### src/rtl/core/ahpd_pkg.sv
// ----------------------------------------------------------------------------
// ahpd_pkg
// Shared types, codes and helpers for the ASCII hex packet deframer.
// ----------------------------------------------------------------------------
`default_nettype none

package ahpd_pkg;

  // Register map, word index of each configuration register
  localparam int unsigned REG_BEGIN_CHAR    = 0;
  localparam int unsigned REG_END_CHAR      = 1;
  localparam int unsigned REG_MAX_LENGTH    = 2;
  localparam int unsigned REG_TIMEOUT_TICKS = 3;
  localparam int unsigned NUM_REGS          = 4;
  localparam int unsigned PADDR_W           = 4;

  // Reset values of the configuration registers
  localparam logic [7:0]  BEGIN_CHAR_RST    = 8'd58;
  localparam logic [7:0]  END_CHAR_RST      = 8'd10;
  localparam logic [12:0] MAX_LENGTH_RST    = 13'd64;
  localparam logic [15:0] TIMEOUT_TICKS_RST = 16'd1000;

  // Item opcode
  localparam logic OP_CHAR = 1'b0;
  localparam logic OP_TICK = 1'b1;

  // Character codes
  localparam logic [7:0] CH_DIGIT_0 = 8'h30;
  localparam logic [7:0] CH_DIGIT_9 = 8'h39;
  localparam logic [7:0] CH_UPPER_A = 8'h41;
  localparam logic [7:0] CH_UPPER_F = 8'h46;
  localparam logic [3:0] LETTER_BIAS = 4'd9;  // 'A' low nibble 1 maps to 10

  localparam logic [15:0] IDLE_MAX = 16'hFFFF;

  typedef enum logic [1:0] {
    PH_HUNT  = 2'd0,
    PH_UPPER = 2'd1,
    PH_LOWER = 2'd2
  } phase_t;

  typedef enum logic [2:0] {
    K_DATA     = 3'd0,
    K_END      = 3'd1,
    K_OVERFLOW = 3'd2,
    K_BAD      = 3'd3,
    K_TIMEOUT  = 3'd4
  } kind_t;

  // Configuration seen by the datapath
  typedef struct packed {
    logic [7:0]  begin_char;
    logic [7:0]  end_char;
    logic [12:0] max_length;
    logic [15:0] timeout_ticks;
  } cfg_t;

  function automatic logic is_hex(input logic [7:0] c);
    return ((c >= CH_DIGIT_0) && (c <= CH_DIGIT_9)) ||
           ((c >= CH_UPPER_A) && (c <= CH_UPPER_F));
  endfunction

  // Only valid for hex digits; digits keep their low nibble
  function automatic logic [3:0] hex_nibble(input logic [7:0] c);
    logic [3:0] n;
    if (c <= CH_DIGIT_9) begin
      n = c[3:0];
    end else begin
      n = c[3:0] + LETTER_BIAS;
    end
    return n;
  endfunction

endpackage

`default_nettype wire

### src/rtl/core/ahpd_regs.sv
// ----------------------------------------------------------------------------
// ahpd_regs
// APB configuration registers: begin/end characters, length limit, timeout.
// ----------------------------------------------------------------------------
`default_nettype none

module ahpd_regs (
  input  wire logic                         clk,
  input  wire logic                         rst,
  input  wire logic                         psel,
  input  wire logic                         penable,
  input  wire logic                         pwrite,
  input  wire logic [ahpd_pkg::PADDR_W-1:0] paddr,
  input  wire logic [31:0]                  pwdata,
  output logic      [31:0]                  prdata,
  output logic                              pready,
  output ahpd_pkg::cfg_t                    cfg
);
  import ahpd_pkg::*;

  logic       wr_en;
  logic [1:0] reg_idx;

  assign pready  = 1'b1;
  assign wr_en   = psel & penable & pwrite;
  assign reg_idx = paddr[3:2];

  // Register writes
  always_ff @(posedge clk) begin
    if (rst) begin
      cfg.begin_char    <= BEGIN_CHAR_RST;
      cfg.end_char      <= END_CHAR_RST;
      cfg.max_length    <= MAX_LENGTH_RST;
      cfg.timeout_ticks <= TIMEOUT_TICKS_RST;
    end else if (wr_en) begin
      unique case (reg_idx)
        2'(REG_BEGIN_CHAR):    cfg.begin_char    <= pwdata[7:0];
        2'(REG_END_CHAR):      cfg.end_char      <= pwdata[7:0];
        2'(REG_MAX_LENGTH):    cfg.max_length    <= pwdata[12:0];
        2'(REG_TIMEOUT_TICKS): cfg.timeout_ticks <= pwdata[15:0];
        default: ;
      endcase
    end
  end

  // Read mux
  always_comb begin
    unique case (reg_idx)
      2'(REG_BEGIN_CHAR):    prdata = {24'd0, cfg.begin_char};
      2'(REG_END_CHAR):      prdata = {24'd0, cfg.end_char};
      2'(REG_MAX_LENGTH):    prdata = {19'd0, cfg.max_length};
      2'(REG_TIMEOUT_TICKS): prdata = {16'd0, cfg.timeout_ticks};
      default:               prdata = 32'd0;
    endcase
  end

endmodule

`default_nettype wire

### src/rtl/core/ahpd_step.sv
// ----------------------------------------------------------------------------
// ahpd_step
// Framing state, per-character decode and the result register.
// ----------------------------------------------------------------------------
`default_nettype none

module ahpd_step #(
  parameter int unsigned MAX_PACKET = 4096
) (
  input  wire logic           clk,
  input  wire logic           rst,
  input  wire ahpd_pkg::cfg_t cfg,
  input  wire logic           in_valid,
  output logic                in_ready,
  input  wire logic           op,
  input  wire logic [7:0]     rx_char,
  output logic                out_valid,
  input  wire logic           out_ready,
  output logic [2:0]          kind,
  output logic [7:0]          data_byte,
  output logic [12:0]         byte_count
);
  import ahpd_pkg::*;

  localparam logic [16:0] MAX_PACKET_W = 17'(MAX_PACKET);

  // Framing state
  phase_t      phase, phase_next;
  logic [3:0]  high_nibble, high_nibble_next;
  logic [12:0] packet_count, packet_count_next;
  logic [15:0] idle_ticks, idle_ticks_next;

  // Decode
  logic        accept;
  logic        in_pkt;
  logic        hex_ch;
  logic [3:0]  nib;
  logic [7:0]  byte_val;
  logic [12:0] count_inc;
  logic [12:0] limit;
  logic [15:0] idle_inc;
  logic        timeout_hit, byte_done, ovf_hit, end_hit, bad_hit;

  // Result
  logic        res_valid;
  kind_t       res_kind;
  logic [7:0]  res_data;
  logic [12:0] res_count;

  assign in_ready = ~out_valid | out_ready;
  assign accept   = in_valid & in_ready;

  assign in_pkt    = (phase == PH_UPPER) || (phase == PH_LOWER);
  assign hex_ch    = is_hex(rx_char);
  assign nib       = hex_nibble(rx_char);
  assign byte_val  = {high_nibble, nib};
  assign count_inc = packet_count + 13'd1;
  assign idle_inc  = (idle_ticks == IDLE_MAX) ? idle_ticks : idle_ticks + 16'd1;

  // Length limit: clamp to the build limit, zero acts as one
  always_comb begin
    if ({4'd0, cfg.max_length} > MAX_PACKET_W) begin
      limit = MAX_PACKET_W[12:0];
    end else if (cfg.max_length == 13'd0) begin
      limit = 13'd1;
    end else begin
      limit = cfg.max_length;
    end
  end

  assign timeout_hit = in_pkt & (op == OP_TICK) & (idle_inc >= cfg.timeout_ticks);
  assign byte_done   = (phase == PH_LOWER) & (op == OP_CHAR) & hex_ch;
  assign ovf_hit     = byte_done & (count_inc >= limit);
  assign end_hit     = in_pkt & (op == OP_CHAR) & ~hex_ch & (rx_char == cfg.end_char);
  assign bad_hit     = in_pkt & (op == OP_CHAR) & ~hex_ch & (rx_char != cfg.end_char);

  // Next state
  always_comb begin
    phase_next        = phase;
    high_nibble_next  = high_nibble;
    packet_count_next = packet_count;
    idle_ticks_next   = idle_ticks;
    unique case (phase)
      PH_UPPER, PH_LOWER: begin
        if (op == OP_TICK) begin
          if (timeout_hit) begin
            phase_next        = PH_HUNT;
            high_nibble_next  = 4'd0;
            packet_count_next = 13'd0;
            idle_ticks_next   = 16'd0;
          end else begin
            idle_ticks_next = idle_inc;
          end
        end else if (hex_ch) begin
          idle_ticks_next = 16'd0;
          if (phase == PH_UPPER) begin
            high_nibble_next = nib;
            phase_next       = PH_LOWER;
          end else if (ovf_hit) begin
            phase_next        = PH_HUNT;
            high_nibble_next  = 4'd0;
            packet_count_next = 13'd0;
          end else begin
            phase_next        = PH_UPPER;
            high_nibble_next  = 4'd0;
            packet_count_next = count_inc;
          end
        end else begin
          // end character or bad character both close the packet
          phase_next        = PH_HUNT;
          high_nibble_next  = 4'd0;
          packet_count_next = 13'd0;
          idle_ticks_next   = 16'd0;
        end
      end
      default: begin
        if ((op == OP_CHAR) && (rx_char == cfg.begin_char)) begin
          phase_next        = PH_UPPER;
          high_nibble_next  = 4'd0;
          packet_count_next = 13'd0;
          idle_ticks_next   = 16'd0;
        end
      end
    endcase
  end

  // Result of this item
  always_comb begin
    res_valid = timeout_hit | byte_done | end_hit | bad_hit;
    res_data  = 8'd0;
    res_count = packet_count;
    priority if (timeout_hit) begin
      res_kind = K_TIMEOUT;
    end else if (byte_done) begin
      res_kind  = ovf_hit ? K_OVERFLOW : K_DATA;
      res_data  = byte_val;
      res_count = count_inc;
    end else if (end_hit) begin
      res_kind = K_END;
    end else begin
      res_kind = K_BAD;
      res_data = rx_char;
    end
  end

  // State registers
  always_ff @(posedge clk) begin
    if (rst) begin
      phase        <= PH_HUNT;
      high_nibble  <= 4'd0;
      packet_count <= 13'd0;
      idle_ticks   <= 16'd0;
    end else if (accept) begin
      phase        <= phase_next;
      high_nibble  <= high_nibble_next;
      packet_count <= packet_count_next;
      idle_ticks   <= idle_ticks_next;
    end
  end

  // Result register
  always_ff @(posedge clk) begin
    if (rst) begin
      out_valid <= 1'b0;
    end else if (accept) begin
      out_valid <= res_valid;
    end else if (out_ready) begin
      out_valid <= 1'b0;
    end
  end

  always_ff @(posedge clk) begin
    if (accept && res_valid) begin
      kind       <= res_kind;
      data_byte  <= res_data;
      byte_count <= res_count;
    end
  end

endmodule

`default_nettype wire

### src/rtl/core/ascii_hex_packet_deframer_core.sv
// ----------------------------------------------------------------------------
// ascii_hex_packet_deframer_core
// Hunts for a begin character, pairs upper-case hex digits into bytes and
// reports packet end, overflow, bad character and timeout events.
// ----------------------------------------------------------------------------
// Output: a result is registered and appears in the cycle after its request is accepted.
// Throughput: one request per cycle; the single result register frees as it
//   is taken, so input stalls only while a result waits on out_ready.
// Reset (rst, synchronous): block hunts for begin_char, counters clear,
//   registers return to ':' / newline / 64 bytes / 1000 ticks.
`default_nettype none

module ascii_hex_packet_deframer_core #(
  parameter int unsigned MAX_PACKET = 4096
) (
  input  wire logic                         clk,
  input  wire logic                         rst,
  // configuration port
  input  wire logic                         psel,
  input  wire logic                         penable,
  input  wire logic                         pwrite,
  input  wire logic [ahpd_pkg::PADDR_W-1:0] paddr,
  input  wire logic [31:0]                  pwdata,
  output logic      [31:0]                  prdata,
  output logic                              pready,
  // input channel
  input  wire logic                         in_valid,
  output logic                              in_ready,
  input  wire logic                         op,
  input  wire logic [7:0]                   rx_char,
  // output channel
  output logic                              out_valid,
  input  wire logic                         out_ready,
  output logic [2:0]                        kind,
  output logic [7:0]                        data_byte,
  output logic [12:0]                       byte_count
);
  import ahpd_pkg::*;

  cfg_t cfg;

  ahpd_regs u_regs (
    .clk     (clk),
    .rst     (rst),
    .psel    (psel),
    .penable (penable),
    .pwrite  (pwrite),
    .paddr   (paddr),
    .pwdata  (pwdata),
    .prdata  (prdata),
    .pready  (pready),
    .cfg     (cfg)
  );

  ahpd_step #(
    .MAX_PACKET (MAX_PACKET)
  ) u_step (
    .clk        (clk),
    .rst        (rst),
    .cfg        (cfg),
    .in_valid   (in_valid),
    .in_ready   (in_ready),
    .op         (op),
    .rx_char    (rx_char),
    .out_valid  (out_valid),
    .out_ready  (out_ready),
    .kind       (kind),
    .data_byte  (data_byte),
    .byte_count (byte_count)
  );

endmodule

`default_nettype wire
### config.mk
export PLATFORM = sky130hd
export DESIGN_NAME = ascii_hex_packet_deframer_core
export DESIGN_NICKNAME = d
export VERILOG_FILES = /design/src/rtl/core/ahpd_pkg.sv /design/src/rtl/core/ahpd_regs.sv /design/src/rtl/core/ahpd_step.sv /design/src/rtl/core/ascii_hex_packet_deframer_core.sv
export SDC_FILE = /design/constraint.sdc
export NUM_CORES = 1
export LEC_CHECK = 0
export BUFFER_PORTS_ARGS = -buffer_cell sky130_fd_sc_hd__clkbuf_2
export CORE_ASPECT_RATIO = 0.6
export CORE_UTILIZATION = 59
export CTS_BUF_LIST = sky130_fd_sc_hd__clkbuf_8
export CTS_CLUSTER_DIAMETER = 30
export DETAILED_ROUTE_END_ITERATION = 10
export PLACE_DENSITY = 0.83
export SETUP_SLACK_MARGIN = 0.4
export SKIP_LAST_GASP = 1
export SLEW_MARGIN = 25
export SYNTH_ARGS = -nofsm -noshare
export SYNTH_HDL_FRONTEND = slang
export SYNTH_SLANG_ARGS = --single-unit
### constraint.sdc
create_clock -name clk -period 5.64 [get_ports clk]
set_input_delay 1.128 -clock clk [delete_from_list [all_inputs] [get_ports clk]]
set_output_delay 1.128 -clock clk [all_outputs]
set_load 0.01 [all_outputs]
==> impl_metrics.py <==
metrics = {
    "global_route": {
        "grt_usage_pct": 30.6,
        "antenna_found_initial": 0,
        "grt_pass1_wl_mm": 25.8,
        "grt_overflow_total": 0,
        "grt_max_degree": 59,
        "grt_pass1_vias": 5124,
    },
    "synth": {
        "yosysSeqAreaShare_pct": 36.7,
        "yosys_warnings": 0,
        "yosys-top-cells-count": "nand2_1 (113), dfxtp_1 (81), nor2_1 (60)",
        "syn_area_um2": 6380,
        "synth_edf_count": 24,
        "synth-seq-cells": 105,
        "syn_avg_cell_area_um2": 8.66,
        "synth_top_cells_by_area": "dfxtp_1 (25%), edfxtp_1 (11%), ha_1 (7.3%)",
        "async_flop_share_pct": 0,
        "yosysUniqueCellTypes": 59,
        "synthFlopType": "dfxtp_1",
        "synth_area_leader_cell": "dfxtp_1",
        "yosysMostFrequentCell": "nand2_1",
        "netlist.area_leader.share_pct": 25.4,
        "netlist_instances": 737,
    },
    "power_and_ir_drop": {
        "power.density_nw_per_um2": 192,
        "p_leak_nw": 2.76,
        "vdd_drop_max_mv": 0.148,
    },
    "sta": {
        "min_period_over_period_pct": 86.0,
        "slew_viol_final": 0,
        "hold_violations": 0,
        "max_freq_mhz": 206,
        "setup_viol_count_final": 0,
        "fin_worst_skew_ps": 13.1,
        "min_period_ps": 4850,
        "setup_tns_ps": 0,
        "rsz0062_at_grt": "false",
        "max_slew_margin_pct": 38.1,
        "tightest_slew_ps": 928,
    },
    "floorplanning": {
        "die_w_um": 136,
        "initial_core_util_pct": 62.6,
        "die_h_um": 82.6,
        "io_pins": 111,
        "core_area_um2": 10200,
        "die-area_um2": 11300,
        "std_cell_rows": 28,
    },
    "clocking": {
        "cts_sinks": 105,
        "cts_root_buf": "clkbuf_8",
        "clkLatencyLatePin_ps": 380,
        "cts_tree": "yes",
        "path_clk_slew_ps": 100,
        "cts_buffer_depth": 2,
        "cts_hold_buf": 0,
        "cts_buffers": 9,
        "h-tree-depth": 3,
        "postCtsSetupBuffers": 0,
    },
    "critical_path": {
        "crit_type": "reg -> reg",
        "max_stage_delay_ps": 590,
        "cp_cell_sequence": "ha_1 -> nand3_1 -> nor4_1 -> nand2b_1 -> nand2_1 -> nor2_1 -> xor2_1 -> ha_1 -> nand4_1 -> o31ai_1 -> o211ai_2 -> a21oi_2 -> nor3_1 -> nor2_2 -> buf_4",
        "r2r_setup_slack_ps": 790,
        "cp_common_cell": "ha_1",
        "r2r_start": "u_step.idle_ticks[0]",
        "arrival_ps": 4900,
        "endpoint_kind": "flop",
        "crit_required_ps": 5690,
        "critPathLaunchType": "flop",
        "cp_max_fo": 24,
        "cp_slowest_cell": "o31ai_1",
        "reg2reg_to": "u_step.data_byte[2]",
        "r2r_cells": 15,
    },
    "routing": {
        "totalWireLength_mm": 16.7,
        "drc": 0,
        "vias": 5656,
        "first_iter_violations": 738,
        "via_per_inst": 6.12,
        "dr.pass1.iters": 5,
        "wl_per_cell_um": 18.1,
        "ant_nets": 0,
    },
    "layout": {
        "fin_util_pct": 67.9,
        "syn_to_final_growth_pct": 8.37,
        "drive_above_1_share_pct": 15.8,
        "n_antenna_cell": 0,
        "final_nets": 873,
    },
    "placed_design": {
        "port_buffers": 75,
        "hpwl_mm": 12.5,
        "place_congestion": 0.934,
    },
    "hold_path": {
        "hold_start": "u_regs.cfg[13]",
        "hold_path_end": "u_regs.cfg[13]",
        "worst_hold_path_type": "reg -> reg",
        "holdPathStages": 2,
    },
    "outcome": {
        "outcome": "complete, no violations",
    },
    "job": {
        "drv_cap": 0,
    },
}
-- critical path, delay by kind of cell (launching register included) --
kind | cells | cell delay (ps)
simple gates | 8 | 1740
compound gates | 3 | 1300
fa+ha+maj | 2 | 560
flops | 1 | 450
buf+inv | 1 | 320
xor+xnor | 1 | 140
-- state kept, by name, indices dropped and copies added (netlist names) --
name	cells
u_step.byte_count	13
u_step.data_byte	8
u_step.out_valid	1
u_step.idle_ticks	16
u_step.high_nibble	4
u_step.kind	3
u_regs.cfg	45
u_step.packet_count	13
u_step.phase	2
-- area by class of cell --
type | instances | area, um^2
inverter | 30 | 113
tap | 135 | 169
multi-input combinational | 557 | 3690
fill | 834 | 3280
clock buffer | 11 | 151
sequential | 105 | 2340
clock inverter | 5 | 31.3
timing repair buffer | 81 | 420
-- cell families after synthesis --
group	synth area share, %
buf+inv	6.60
fa+ha+maj	7.25
compound gates	12.6
simple gates	20.4
flops	36.7
xor+xnor	8.23
mux	8.07
other cells	0.118
-- repair_timing --
action                     CTS  global route
hold endpoints to repair     0             0
setup endpoints to repair    0            34
resized for setup            0             2
-- placed cells by master, fill, tap and decap left out, types with 17 or more instances in the layout --
cell and instances:
nand3_1 25, dfxtp_1 81, edfxtp_1 24, xor2_1 26
clkbuf_2 75, a21oi_1 49, conb_1 17, inv_1 31
mux2i_1 29, o21ai_0 17, nand2_1 113, xnor2_1 34
nor2_1 59, ha_1 37
-- metal layers --
metal / global-route usage, % / wire [um]
met2: 45.7 / 7070
met4: 9.22 / 250
met1: 43.1 / 7450
met5: 0 / 0
met3: 8.00 / 1910
-- metrics by stage --
step	cells	power (mW)	worst slack (ps)	hold WS [ps]	instance area, um^2
floorplan	752	0.866	902	436	6440
global placement	908	0.891	925	449	6730
detailed placement	908	0.896	749	460	6730
CTS	924	1.33	715	473	6910
global route	924	1.37	415	493	6920
finish	924	1.33	789	474	6920
-- power by group --
part           internal, mW  leakage (nW)  switching [mW]
sequential            0.770         0.865         0.00468
combinational        0.0386          1.81          0.0680
clock                 0.183        0.0888           0.267
-- worst max-delay path by stage --
stage,from,slack [ps],endpoint
2_1_floorplan,u_step.idle_ticks[4],900,u_step.byte_count[0]
3_3_place_gp,u_step.idle_ticks[0],920,u_step.byte_count[2]
3_5_place_dp,u_step.idle_ticks[0],750,u_step.byte_count[4]
4_1_cts,u_step.idle_ticks[0],710,u_step.data_byte[2]
5_1_grt,u_step.idle_ticks[0],420,u_step.data_byte[2]
6_report,u_step.idle_ticks[0],790,u_step.data_byte[2]
Note: power is estimated with default switching activity, not from simulation.
